<file path="src/design/ddo_pkg.sv">
// Package: shared types, constants and tables for the odometry block.
package ddo_pkg;

    localparam int CORDIC_STEPS = 28;
    localparam int CNT_W = $clog2(CORDIC_STEPS);
    localparam logic signed [33:0] CORDIC_GAIN = 34'sd652032874;
    localparam logic signed [33:0] ONE_Q30 = 34'sd1073741824;
    localparam logic signed [33:0] TWO_PI_Q16 = 34'sd411775;
    localparam logic signed [33:0] US_PER_S = 34'sd1000000;
    localparam int DIV_W = 56;
    localparam logic [31:0] DIST_RESET = 32'd155690;
    localparam logic [31:0] TURN_RESET = 32'd143645;

    typedef enum logic [0:0] {
        REG_DIST = 1'b0,
        REG_TURN = 1'b1
    } t_reg;

    typedef enum logic [3:0] {
        OP_NONE, OP_LOAD, OP_MUL_D, OP_MUL_STEP, OP_MUL_DX, OP_MUL_DY,
        OP_MUL_HI, OP_MUL_LO, OP_UPDATE, OP_VMUL, OP_VDIV_START, OP_VWAIT,
        OP_CORD2, OP_PUBLISH
    } t_op;

    typedef enum logic [3:0] {
        ST_IDLE, ST_CORD1, ST_MD, ST_MSTEP, ST_MDX, ST_MDY, ST_MHI, ST_MLO,
        ST_UPD, ST_VMUL, ST_VDIV0, ST_VDIV, ST_CORD2, ST_CWAIT2, ST_DONE
    } t_state;

    typedef struct packed {
        t_op        op;
        logic [1:0] sel;
    } t_cmd;

    typedef struct packed {
        logic cord_done;
        logic div_done;
        logic out_full;
        logic zero_dt;
    } t_sts;

    // arctangent of 2^-i in binary angle units
    function automatic logic [31:0] atan_bam(input logic [CNT_W-1:0] i);
        logic [31:0] v;
        unique case (i)
            5'd0:  v = 32'h20000000;
            5'd1:  v = 32'h12E4051E;
            5'd2:  v = 32'h09FB385B;
            5'd3:  v = 32'h051111D4;
            5'd4:  v = 32'h028B0D43;
            5'd5:  v = 32'h0145D7E1;
            5'd6:  v = 32'h00A2F61E;
            5'd7:  v = 32'h00517C55;
            5'd8:  v = 32'h0028BE53;
            5'd9:  v = 32'h00145F2F;
            5'd10: v = 32'h000A2F98;
            5'd11: v = 32'h000517CC;
            5'd12: v = 32'h00028BE6;
            5'd13: v = 32'h000145F3;
            5'd14: v = 32'h0000A2FA;
            5'd15: v = 32'h0000517D;
            5'd16: v = 32'h000028BE;
            5'd17: v = 32'h0000145F;
            5'd18: v = 32'h00000A30;
            5'd19: v = 32'h00000518;
            5'd20: v = 32'h0000028C;
            5'd21: v = 32'h00000146;
            5'd22: v = 32'h000000A3;
            5'd23: v = 32'h00000051;
            5'd24: v = 32'h00000029;
            5'd25: v = 32'h00000014;
            5'd26: v = 32'h0000000A;
            5'd27: v = 32'h00000005;
            default: v = 32'h0;
        endcase
        return v;
    endfunction

    function automatic logic signed [31:0] sat35(input logic signed [34:0] v);
        logic signed [31:0] r;
        if (v > 35'sd2147483647) begin
            r = 32'sh7FFFFFFF;
        end else if (v < -35'sd2147483648) begin
            r = 32'sh80000000;
        end else begin
            r = v[31:0];
        end
        return r;
    endfunction

    // Q1.30 to Q1.15, rounded and clamped
    function automatic logic signed [15:0] q15(input logic signed [31:0] v);
        logic signed [32:0] t;
        logic signed [17:0] s;
        logic signed [15:0] r;
        t = {v[31], v} + 33'sd16384;
        s = t[32:15];
        if (s > 18'sd32767) begin
            r = 16'sh7FFF;
        end else if (s < -18'sd32768) begin
            r = 16'sh8000;
        end else begin
            r = s[15:0];
        end
        return r;
    endfunction

endpackage

</file>
<file path="src/design/ddo_ctrl.sv">
// Controller: sequences the datapath through one item.
module ddo_ctrl
    import ddo_pkg::*;
(
    input  logic i_clk,
    input  logic i_rst_n,
    input  logic i_in_valid,
    output logic o_in_ready,
    input  t_sts i_sts,
    output t_cmd o_cmd
);
    t_state     r_state, n_state;
    logic [1:0] r_sel, n_sel;

    always_ff @(posedge i_clk) begin
        if (!i_rst_n) begin
            r_state <= ST_IDLE;
            r_sel   <= '0;
        end else begin
            r_state <= n_state;
            r_sel   <= n_sel;
        end
    end

    always_comb begin
        n_state    = r_state;
        n_sel      = r_sel;
        o_cmd.op   = OP_NONE;
        o_cmd.sel  = r_sel;
        o_in_ready = 1'b0;
        unique case (r_state)
            ST_IDLE: begin
                o_in_ready = 1'b1;
                if (i_in_valid) begin
                    o_cmd.op = OP_LOAD;
                    n_state  = ST_CORD1;
                end
            end
            ST_CORD1: if (i_sts.cord_done) n_state = ST_MD;
            ST_MD:    begin o_cmd.op = OP_MUL_D;    n_state = ST_MSTEP; end
            ST_MSTEP: begin o_cmd.op = OP_MUL_STEP; n_state = ST_MDX;   end
            ST_MDX:   begin o_cmd.op = OP_MUL_DX;   n_state = ST_MDY;   end
            ST_MDY:   begin o_cmd.op = OP_MUL_DY;   n_state = ST_MHI;   end
            ST_MHI:   begin o_cmd.op = OP_MUL_HI;   n_state = ST_MLO;   end
            ST_MLO:   begin o_cmd.op = OP_MUL_LO;   n_state = ST_UPD;   end
            ST_UPD: begin
                o_cmd.op = OP_UPDATE;
                n_sel    = '0;
                n_state  = i_sts.zero_dt ? ST_CORD2 : ST_VMUL;
            end
            ST_VMUL:  begin o_cmd.op = OP_VMUL;       n_state = ST_VDIV0; end
            ST_VDIV0: begin o_cmd.op = OP_VDIV_START; n_state = ST_VDIV;  end
            ST_VDIV: begin
                o_cmd.op = OP_VWAIT;
                if (i_sts.div_done) begin
                    if (r_sel == 2'd2) begin
                        n_state = ST_CORD2;
                    end else begin
                        n_sel   = r_sel + 1'b1;
                        n_state = ST_VMUL;
                    end
                end
            end
            ST_CORD2:  begin o_cmd.op = OP_CORD2; n_state = ST_CWAIT2; end
            ST_CWAIT2: if (i_sts.cord_done) n_state = ST_DONE;
            ST_DONE: begin
                // hold until the previous result has been transferred
                if (!i_sts.out_full) begin
                    o_cmd.op = OP_PUBLISH;
                    n_state  = ST_IDLE;
                end
            end
            default: n_state = ST_IDLE;
        endcase
    end

    a_load_starts: assert property (@(posedge i_clk) disable iff (!i_rst_n)
        (i_in_valid && o_in_ready) |=> (r_state == ST_CORD1))
        else $error("accepted item did not start the CORDIC wait");
    a_no_overwrite: assert property (@(posedge i_clk) disable iff (!i_rst_n)
        (o_cmd.op == OP_PUBLISH) |-> !i_sts.out_full)
        else $error("result register overwritten before transfer");
    a_div_in_place: assert property (@(posedge i_clk) disable iff (!i_rst_n)
        i_sts.div_done |-> (r_state == ST_VDIV))
        else $error("divider finished outside the velocity step");
endmodule

</file>
<file path="config.mk">
export PLATFORM = sky130hd
export DESIGN_NAME = ddo_ctrl
export DESIGN_NICKNAME = d
export VERILOG_FILES = /design/src/design/ddo_pkg.sv /design/src/design/ddo_ctrl.sv
export SDC_FILE = /design/constraint.sdc
export NUM_CORES = 1
export LEC_CHECK = 0
export BUFFER_PORTS_ARGS = -buffer_cell sky130_fd_sc_hd__buf_2
export CORE_AREA = 10 10 47 49
export CTS_CLUSTER_SIZE = 24
export DETAILED_ROUTE_END_ITERATION = 6
export DIE_AREA = 0 0 57 59
export PLACE_DENSITY = 0.69
export SYNTH_ARGS = -nofsm -noshare
export SYNTH_HDL_FRONTEND = slang
export SYNTH_SLANG_ARGS = --single-unit
</file>
<file path="constraint.sdc">
create_clock -name i_clk -period 1.35 [get_ports i_clk]
set_input_delay 0.2025 -clock i_clk [delete_from_list [all_inputs] [get_ports i_clk]]
set_output_delay 0.2025 -clock i_clk [all_outputs]
set_load 0.01 [all_outputs]
</file>
==> flow_metrics.env, run 1 <==
export IMPL_outcome="finished, violations left"
export IMPL_violations="setup timing"
export IMPL_drt_met1_wl_um=941
export IMPL_drt_initial_drc_count=44
export IMPL_final_util_pct=72.9
export IMPL_synth_largest_area_cell="dfxtp_1"
export IMPL_seq_area_frac_synth_pct=21.1
export IMPL_worstPathCellList="buf_4 > or4_4 > a21oi_4 > nor3_2 > o31a_1"
export IMPL_ir_worst_vdd_uv=695
export IMPL_synth_warnings=0
export IMPL_h_tree_depth=1
export IMPL_ys_ff_latch=6
export IMPL_wl_met2_mm=1.09
export IMPL_cap_violations=0
export IMPL_cts_hold_buf=0
export IMPL_fin_crit_ns=1.63
export IMPL_drtAntennaViolNets=0
export IMPL_hold_class="in2reg"
export IMPL_p_leak_nw=0.463
export IMPL_synthDistinctLibCells=37
export IMPL_portBuffers=13
export IMPL_p_per_area_mw_per_mm2=1180
export IMPL_fin_skew_ns=0.0138
export IMPL_crit_family="simple AND/OR/NAND/NOR gates"
export IMPL_finalSetupViolCount=11
export IMPL_worstPathBufferInverterCount=1
export IMPL_crit_path_max_incr_delay_ns=0.54
export IMPL_crit_type="reg2reg"
export IMPL_fin_ws_ns=-0.281
export IMPL_routed_wl_mm=2.26
export IMPL_core_area_mm2=0.00140
export IMPL_wl_met3_um=122
export IMPL_design_die_area_mm2=0.00336
export IMPL_gp_congestion=0.931
export IMPL_clock_sinks=6
export IMPL_syn_nets=82
export IMPL_yosysTopAreaCellShare_pct=21.1
export IMPL_clkLatencyLatePin_ns=0.27
export IMPL_via_per_inst=5.64
export IMPL_drc=0
export IMPL_ff2ff_setup_slack_ns=-0.28
export IMPL_grt_max_degree=11
export IMPL_floorplan_initialDensity_pct=40.7
export IMPL_ys_flop_type="dfxtp_1"
export IMPL_arrival_ns=1.77
export IMPL_max_slew_margin_rel_pct=79.1
export IMPL_finalPower_w=0.00121
export IMPL_cts_made_buffers=3
export IMPL_first_pass_iters=4
export IMPL_grt_total_usage_pct=12.4
export IMPL_cp_max_fo=3
export IMPL_syn_cell_area_um2=571
export IMPL_io_pins=14
export IMPL_fmax_ghz=0.613
export IMPL_area_delta_synth_final_pct=79.2
export IMPL_fillers=95
export IMPL_synth_most_common_cell="nor2_1"
export IMPL_drive_gt1_share_pct=61.7
export IMPL_fin_crit_sh_pct=121
export IMPL_cp_required_ns=1.49
export IMPL_tightestPinTransition_ns=0.310
export IMPL_cts_buffer_depth=2
export IMPL_clk_pin_slew_worst_paths_ns=0.06
export IMPL_antenna_cells=0
export IMPL_end_kind="register"
export IMPL_grt_pass1_wl_mm=3.33
export IMPL_grt_pass1_vias=744
export IMPL_synth_area_leaders="dfxtp_1 21%, nand4b_1 6.1%, nor2_1 5.3%"
export IMPL_report_final_slew_viol_count=0
export IMPL_antenna_found_initial=0
export IMPL_synth_avg_cell_area_um2=7.71
export IMPL_crit_slowest_cell="or4_4"
export IMPL_tritoncts="built"
export IMPL_vias=767
export IMPL_row_count=14
export IMPL_num_nets_final=130
export IMPL_hold_violations=0
export IMPL_die_y_um=59
export IMPL_synth_top_cells_by_count="8 x nor2_1, 6 x dfxtp_1, 4 x nand4b_1, 4 x nor2b_1"
export IMPL_place_hpwl_mm=1.35
export IMPL_avgRoutedWirePerCell_um=16.6
export IMPL_async_flop_share_pct=0
export IMPL_synth_edf_count=0
export IMPL_top_layer="met4"
export IMPL_grt_ovfl_total=0
export IMPL_cp_start_kind="register"
export IMPL_die_w_um=57
export IMPL_syn_inst=74
export IMPL_root_buffer="clkbuf_4"
export IMPL_rsz0062_at_grt="true"
[where the power goes]
part | switching [W] | internal (W)
Sequential | 0.0000353 | 0.000205
Clock | 0.0000827 | 0.000102
Combinational | 0.000357 | 0.000424
[area by class of cell]
type	instances	area [um2]	share of cell area (%)
Timing Repair Buffer	51	385	37.7
Clock buffer	3	22.5	2.20
Sequential cell	6	129	12.6
Multi-Input combinational cell	58	458	44.8
Inverter	2	7.51	0.734
Tap cell	16	20.0	1.96
[metal layers]
metal,vias up,global-route usage [%]
met5,-,0
met4,0,7.38
met3,11,3.00
met2,39,21.4
met1,350,13.5
li1,367,-
[repair_timing]
item	CTS	global route
setup endpoints to repair	8	11
gates resized for setup	17	9
buffers inserted	13	4
cloned	0	0
endpoints found under the hold margin	0	0
pin swaps	8	6
[path summary, 6_finish.rpt]
path,from,endpoint,cells past startpoint
min reg2reg,r_sel[1]$_SDFFE_PN0P_,r_sel[1]$_SDFFE_PN0P_,2
max reg2reg,r_state[1]$_SDFFE_PN0P_,r_state[0]$_SDFFE_PN0P_,5
min,i_rst_n,r_state[2]$_SDFFE_PN0P_,2
max,r_state[1]$_SDFFE_PN0P_,r_state[0]$_SDFFE_PN0P_,5
[worst reg2reg max path, stage by stage, from the launching register on]
cell     delay (ns)
dfxtp_2        0.33
buf_4          0.14
or4_4          0.54
a21oi_4        0.20
nor3_2         0.05
o31a_1         0.23
[registers in the layout (all words and copies together), names as in the netlist]
| register | flops |
|---|---|
| r_state | 4 |
| r_sel | 2 |
[per-stage QoR]
stage / worst slack (ns) / std cells / setup TNS, ns / instance area, um2 / hold WS [ns]
finish: -0.281 / 136 / -2.06 / 1020 / 0.218
global route: -0.317 / 136 / -2.50 / 1020 / 0.225
CTS: -0.213 / 133 / -1.45 / 966 / 0.221
detailed placement: -0.115 / 117 / -0.381 / 790 / 0.494
global placement: -0.0999 / 117 / -0.227 / 790 / 0.490
floorplan: -0.0314 / 74 / -0.0507 / 578 / 0.330
[cells in the final DEF (no fill, tap or decap), types with 2 or more instances in the layout]
cell type / count
nor4_1: 2
o31ai_1: 2
nand2_1: 3
inv_1: 2
buf_6: 6
nor2b_1: 4
clkbuf_4: 3
nand4b_1: 4
a21boi_1: 2
buf_2: 13
a21oi_1: 3
nand2b_1: 3
nor2_1: 5
o21a_1: 2
nor2_2: 3
buf_4: 31
dfxtp_2: 4
mux2i_1: 2
[kinds of logic after synthesis]
kind of cell / share of synthesized area (%)
AND/OR/NAND/NOR: 34.0
AO/OA/AOI/OAI: 30.0
buffers and inverters: 9.21
flip-flops: 21.1
multiplexers: 3.51
adder cells (fa/ha/maj): 2.19
Note: power is estimated with default switching activity, not from simulation.
==> inputs of run 2 (changes only) <==
--- a/config.mk
+++ b/config.mk
@@ -10,7 +10,9 @@
 export CTS_CLUSTER_SIZE = 24
 export DETAILED_ROUTE_END_ITERATION = 6
 export DIE_AREA = 0 0 57 59
+export GPL_ROUTABILITY_DRIVEN = 0
 export PLACE_DENSITY = 0.69
+export REMOVE_ABC_BUFFERS = 1
 export SYNTH_ARGS = -nofsm -noshare
 export SYNTH_HDL_FRONTEND = slang
 export SYNTH_SLANG_ARGS = --single-unit
==> run 2 against run 1 <==
  * Critical path type unchanged
  * Clock-buffer cell count unchanged
  * Die area unchanged
  * The run still ends with setup timing left
  * Largest cell class unchanged
  * Setup slack better by 0.086 ns
  * Flip-flop and latch count unchanged
  * Power down 9.9%
  * Critical endpoint unchanged
==> flow_metrics.env, run 2 (same netlist as run 1, synthesis figures left out) <==
export IMPL_place_hpwl_mm=1.34
export IMPL_crit_path_max_incr_delay_ns=0.42
export IMPL_clock_sinks=6
export IMPL_drive_gt1_share_pct=57.8
export IMPL_reg2regPathDepth=5
export IMPL_hold_end="r_state[0]$_SDFFE_PN0P_"
export IMPL_p_per_area_mw_per_mm2=1130
export IMPL_stdcell_count=125
export IMPL_clk_pin_slew_worst_paths_ns=0.05
export IMPL_antenna_found_initial=0
export IMPL_tritoncts="built"
export IMPL_num_nets_final=119
export IMPL_crit_slowest_cell="or4_4"
export IMPL_antenna_cells=0
export IMPL_cp_start_kind="register"
export IMPL_min_delay_start="i_rst_n"
export IMPL_largest_register_ffs=4
export IMPL_tightestPinTransition_ns=0.328
export IMPL_min_path_cells=2
export IMPL_cts_hold_buf=0
export IMPL_routed_wl_mm=1.89
export IMPL_top_register="r_state"
export IMPL_core_area_mm2=0.00140
export IMPL_grt_pass1_vias=765
export IMPL_multi_input_comb_area_um2=477
export IMPL_floorplan_initialDensity_pct=40.7
export IMPL_worstPathCellList="buf_4 > or4_4 > a21oi_4 > nor3_2 > o31a_1"
export IMPL_cts_buffer_depth=2
export IMPL_internal_power_w=0.000667
export IMPL_end_kind="register"
export IMPL_dp_cells=117
export IMPL_row_count=14
export IMPL_seq_power_share_pct=22.9
export IMPL_holdWs_ns=0.251
export IMPL_cts_made_buffers=3
export IMPL_ir_worst_vdd_uv=794
export IMPL_drt_initial_drc_count=27
export IMPL_reg_largest_list="r_state (4), r_sel (2)"
export IMPL_final_cell_mix="19 x buf_4, 13 x buf_2, 8 x buf_6"
export IMPL_fin_tns_setup_ns=-0.950
export IMPL_fin_crit_sh_pct=114
export IMPL_die_y_um=59
export IMPL_fin_crit_ns=1.55
export IMPL_arrival_ns=1.67
export IMPL_fin_skew_ns=0.00868
export IMPL_combPwrFrac_pct=62.2
export IMPL_final_common_cell="buf_4"
export IMPL_violations="setup timing"
export IMPL_max_slew_margin_rel_pct=78.0
export IMPL_report_final_slew_viol_count=0
export IMPL_vias=687
export IMPL_timing_rr_start="r_state[3]$_SDFFE_PN0P_"
export IMPL_drc=0
export IMPL_h_tree_depth=1
export IMPL_portBuffers=13
export IMPL_rsz0062_at_grt="true"
export IMPL_die_w_um=57
export IMPL_ff2ff_setup_slack_ns=-0.20
export IMPL_grt_max_degree=8
export IMPL_p_sw_w=0.000419
export IMPL_grt_total_usage_pct=11.1
export IMPL_grt_ovfl_total=0
export IMPL_drtAntennaViolNets=0
export IMPL_cp_required_ns=1.48
export IMPL_fin_ws_ns=-0.196
export IMPL_outcome="finished, violations left"
export IMPL_cp_max_fo=3
export IMPL_clkLatencyLatePin_ns=0.24
export IMPL_seqCellArea_um2=134
export IMPL_root_buffer="clkbuf_4"
export IMPL_avgRoutedWirePerCell_um=15.1
export IMPL_swShare_pct=38.6
export IMPL_hold_violations=0
export IMPL_design_die_area_mm2=0.00336
export IMPL_finalSetupViolCount=7
export IMPL_final_area_um2=958
export IMPL_hold_class="in2reg"
export IMPL_via_per_inst=5.50
export IMPL_fillers=114
export IMPL_crit_type="reg2reg"
export IMPL_fmax_ghz=0.647
export IMPL_cap_violations=0
export IMPL_r2r_end="r_state[0]$_SDFFE_PN0P_"
export IMPL_io_pins=14
export IMPL_postPlaceCellArea_um2=776
export IMPL_area_delta_synth_final_pct=68.0
export IMPL_first_pass_iters=4
export IMPL_p_clk_share_pct=14.8
export IMPL_grt_pass1_wl_mm=3.11
export IMPL_p_leak_nw=0.408
## run 2: how the worst max path moves through the flow
| stage | cells past startpoint | slack (ns) | startpoint | to |
|---|---|---|---|---|
| after global routing | 7 | -0.26 | r_state[3]$_SDFFE_PN0P_ | o_cmd[2] |
| final | 5 | -0.20 | r_state[3]$_SDFFE_PN0P_ | r_state[0]$_SDFFE_PN0P_ |
| after detailed placement | 4 | -0.12 | r_state[1]$_SDFFE_PN0P_ | r_state[0]$_SDFFE_PN0P_ |
| after floorplan | 4 | -0.24 | r_state[1]$_SDFFE_PN0P_ | r_state[2]$_SDFFE_PN0P_ |
| after global placement | 4 | -0.09 | r_state[1]$_SDFFE_PN0P_ | r_state[0]$_SDFFE_PN0P_ |
| after CTS | 6 | -0.21 | r_state[3]$_SDFFE_PN0P_ | o_cmd[2] |
## run 2: critical path, delay by kind of cell, from the launching register on
family | cells | cell delay (ns)
simple gates | 2 | 0.48
buf+inv | 1 | 0.14
flops | 1 | 0.35
compound gates | 2 | 0.46
## run 2: power by group through the flow
stage          Combinational (W)  Sequential (W)  Clock (W)
2_1_floorplan           0.000236        0.000282          0
3_3_place_gp            0.000516        0.000238          0
3_5_place_dp            0.000529        0.000240          0
4_1_cts                 0.000640        0.000243   0.000173
5_1_grt                 0.000727        0.000256   0.000176
6_report                0.000676        0.000249   0.000161
## run 2: timing repair
action / CTS / global route
endpoints found under the setup margin: 11 / 11
buffers inserted: 5 / 0
pin swaps: 7 / 8
gates resized for setup: 25 / 10
endpoints found under the hold margin: 0 / 0
## run 2: final cells by class
class,count,area share (%)
timing repair buffer,40,31.1
multi-input combinational,58,49.7
sequential,6,14.0
clock buffer,3,2.35
tap,16,2.09
inverter,2,0.783
## run 2: through the flow
| stage | setup WS (ns) | util [%] | total power [W] |
|---|---|---|---|
| after floorplan | -0.245 | - | 0.000518 |
| after global placement | -0.0903 | 55.4 | 0.000755 |
| after detailed placement | -0.120 | 55.4 | 0.000769 |
| after CTS | -0.210 | 65.8 | 0.00106 |
| after global routing | -0.260 | 68.4 | 0.00116 |
| final | -0.196 | 68.4 | 0.00109 |
## run 2: layer usage
| metal | wire length [um] | share of wire, % | global-route usage (%) | vias up |
|---|---|---|---|---|
| li1 | - | - | - | 348 |
| met1 | 788 | 42 | 11.0 | 331 |
| met2 | 1050 | 56 | 22.6 | 8 |
| met3 | 50 | 2.7 | 2.36 | 0 |
| met4 | 0 | 0 | 2.35 | 0 |
| met5 | 0 | 0 | 0 | - |
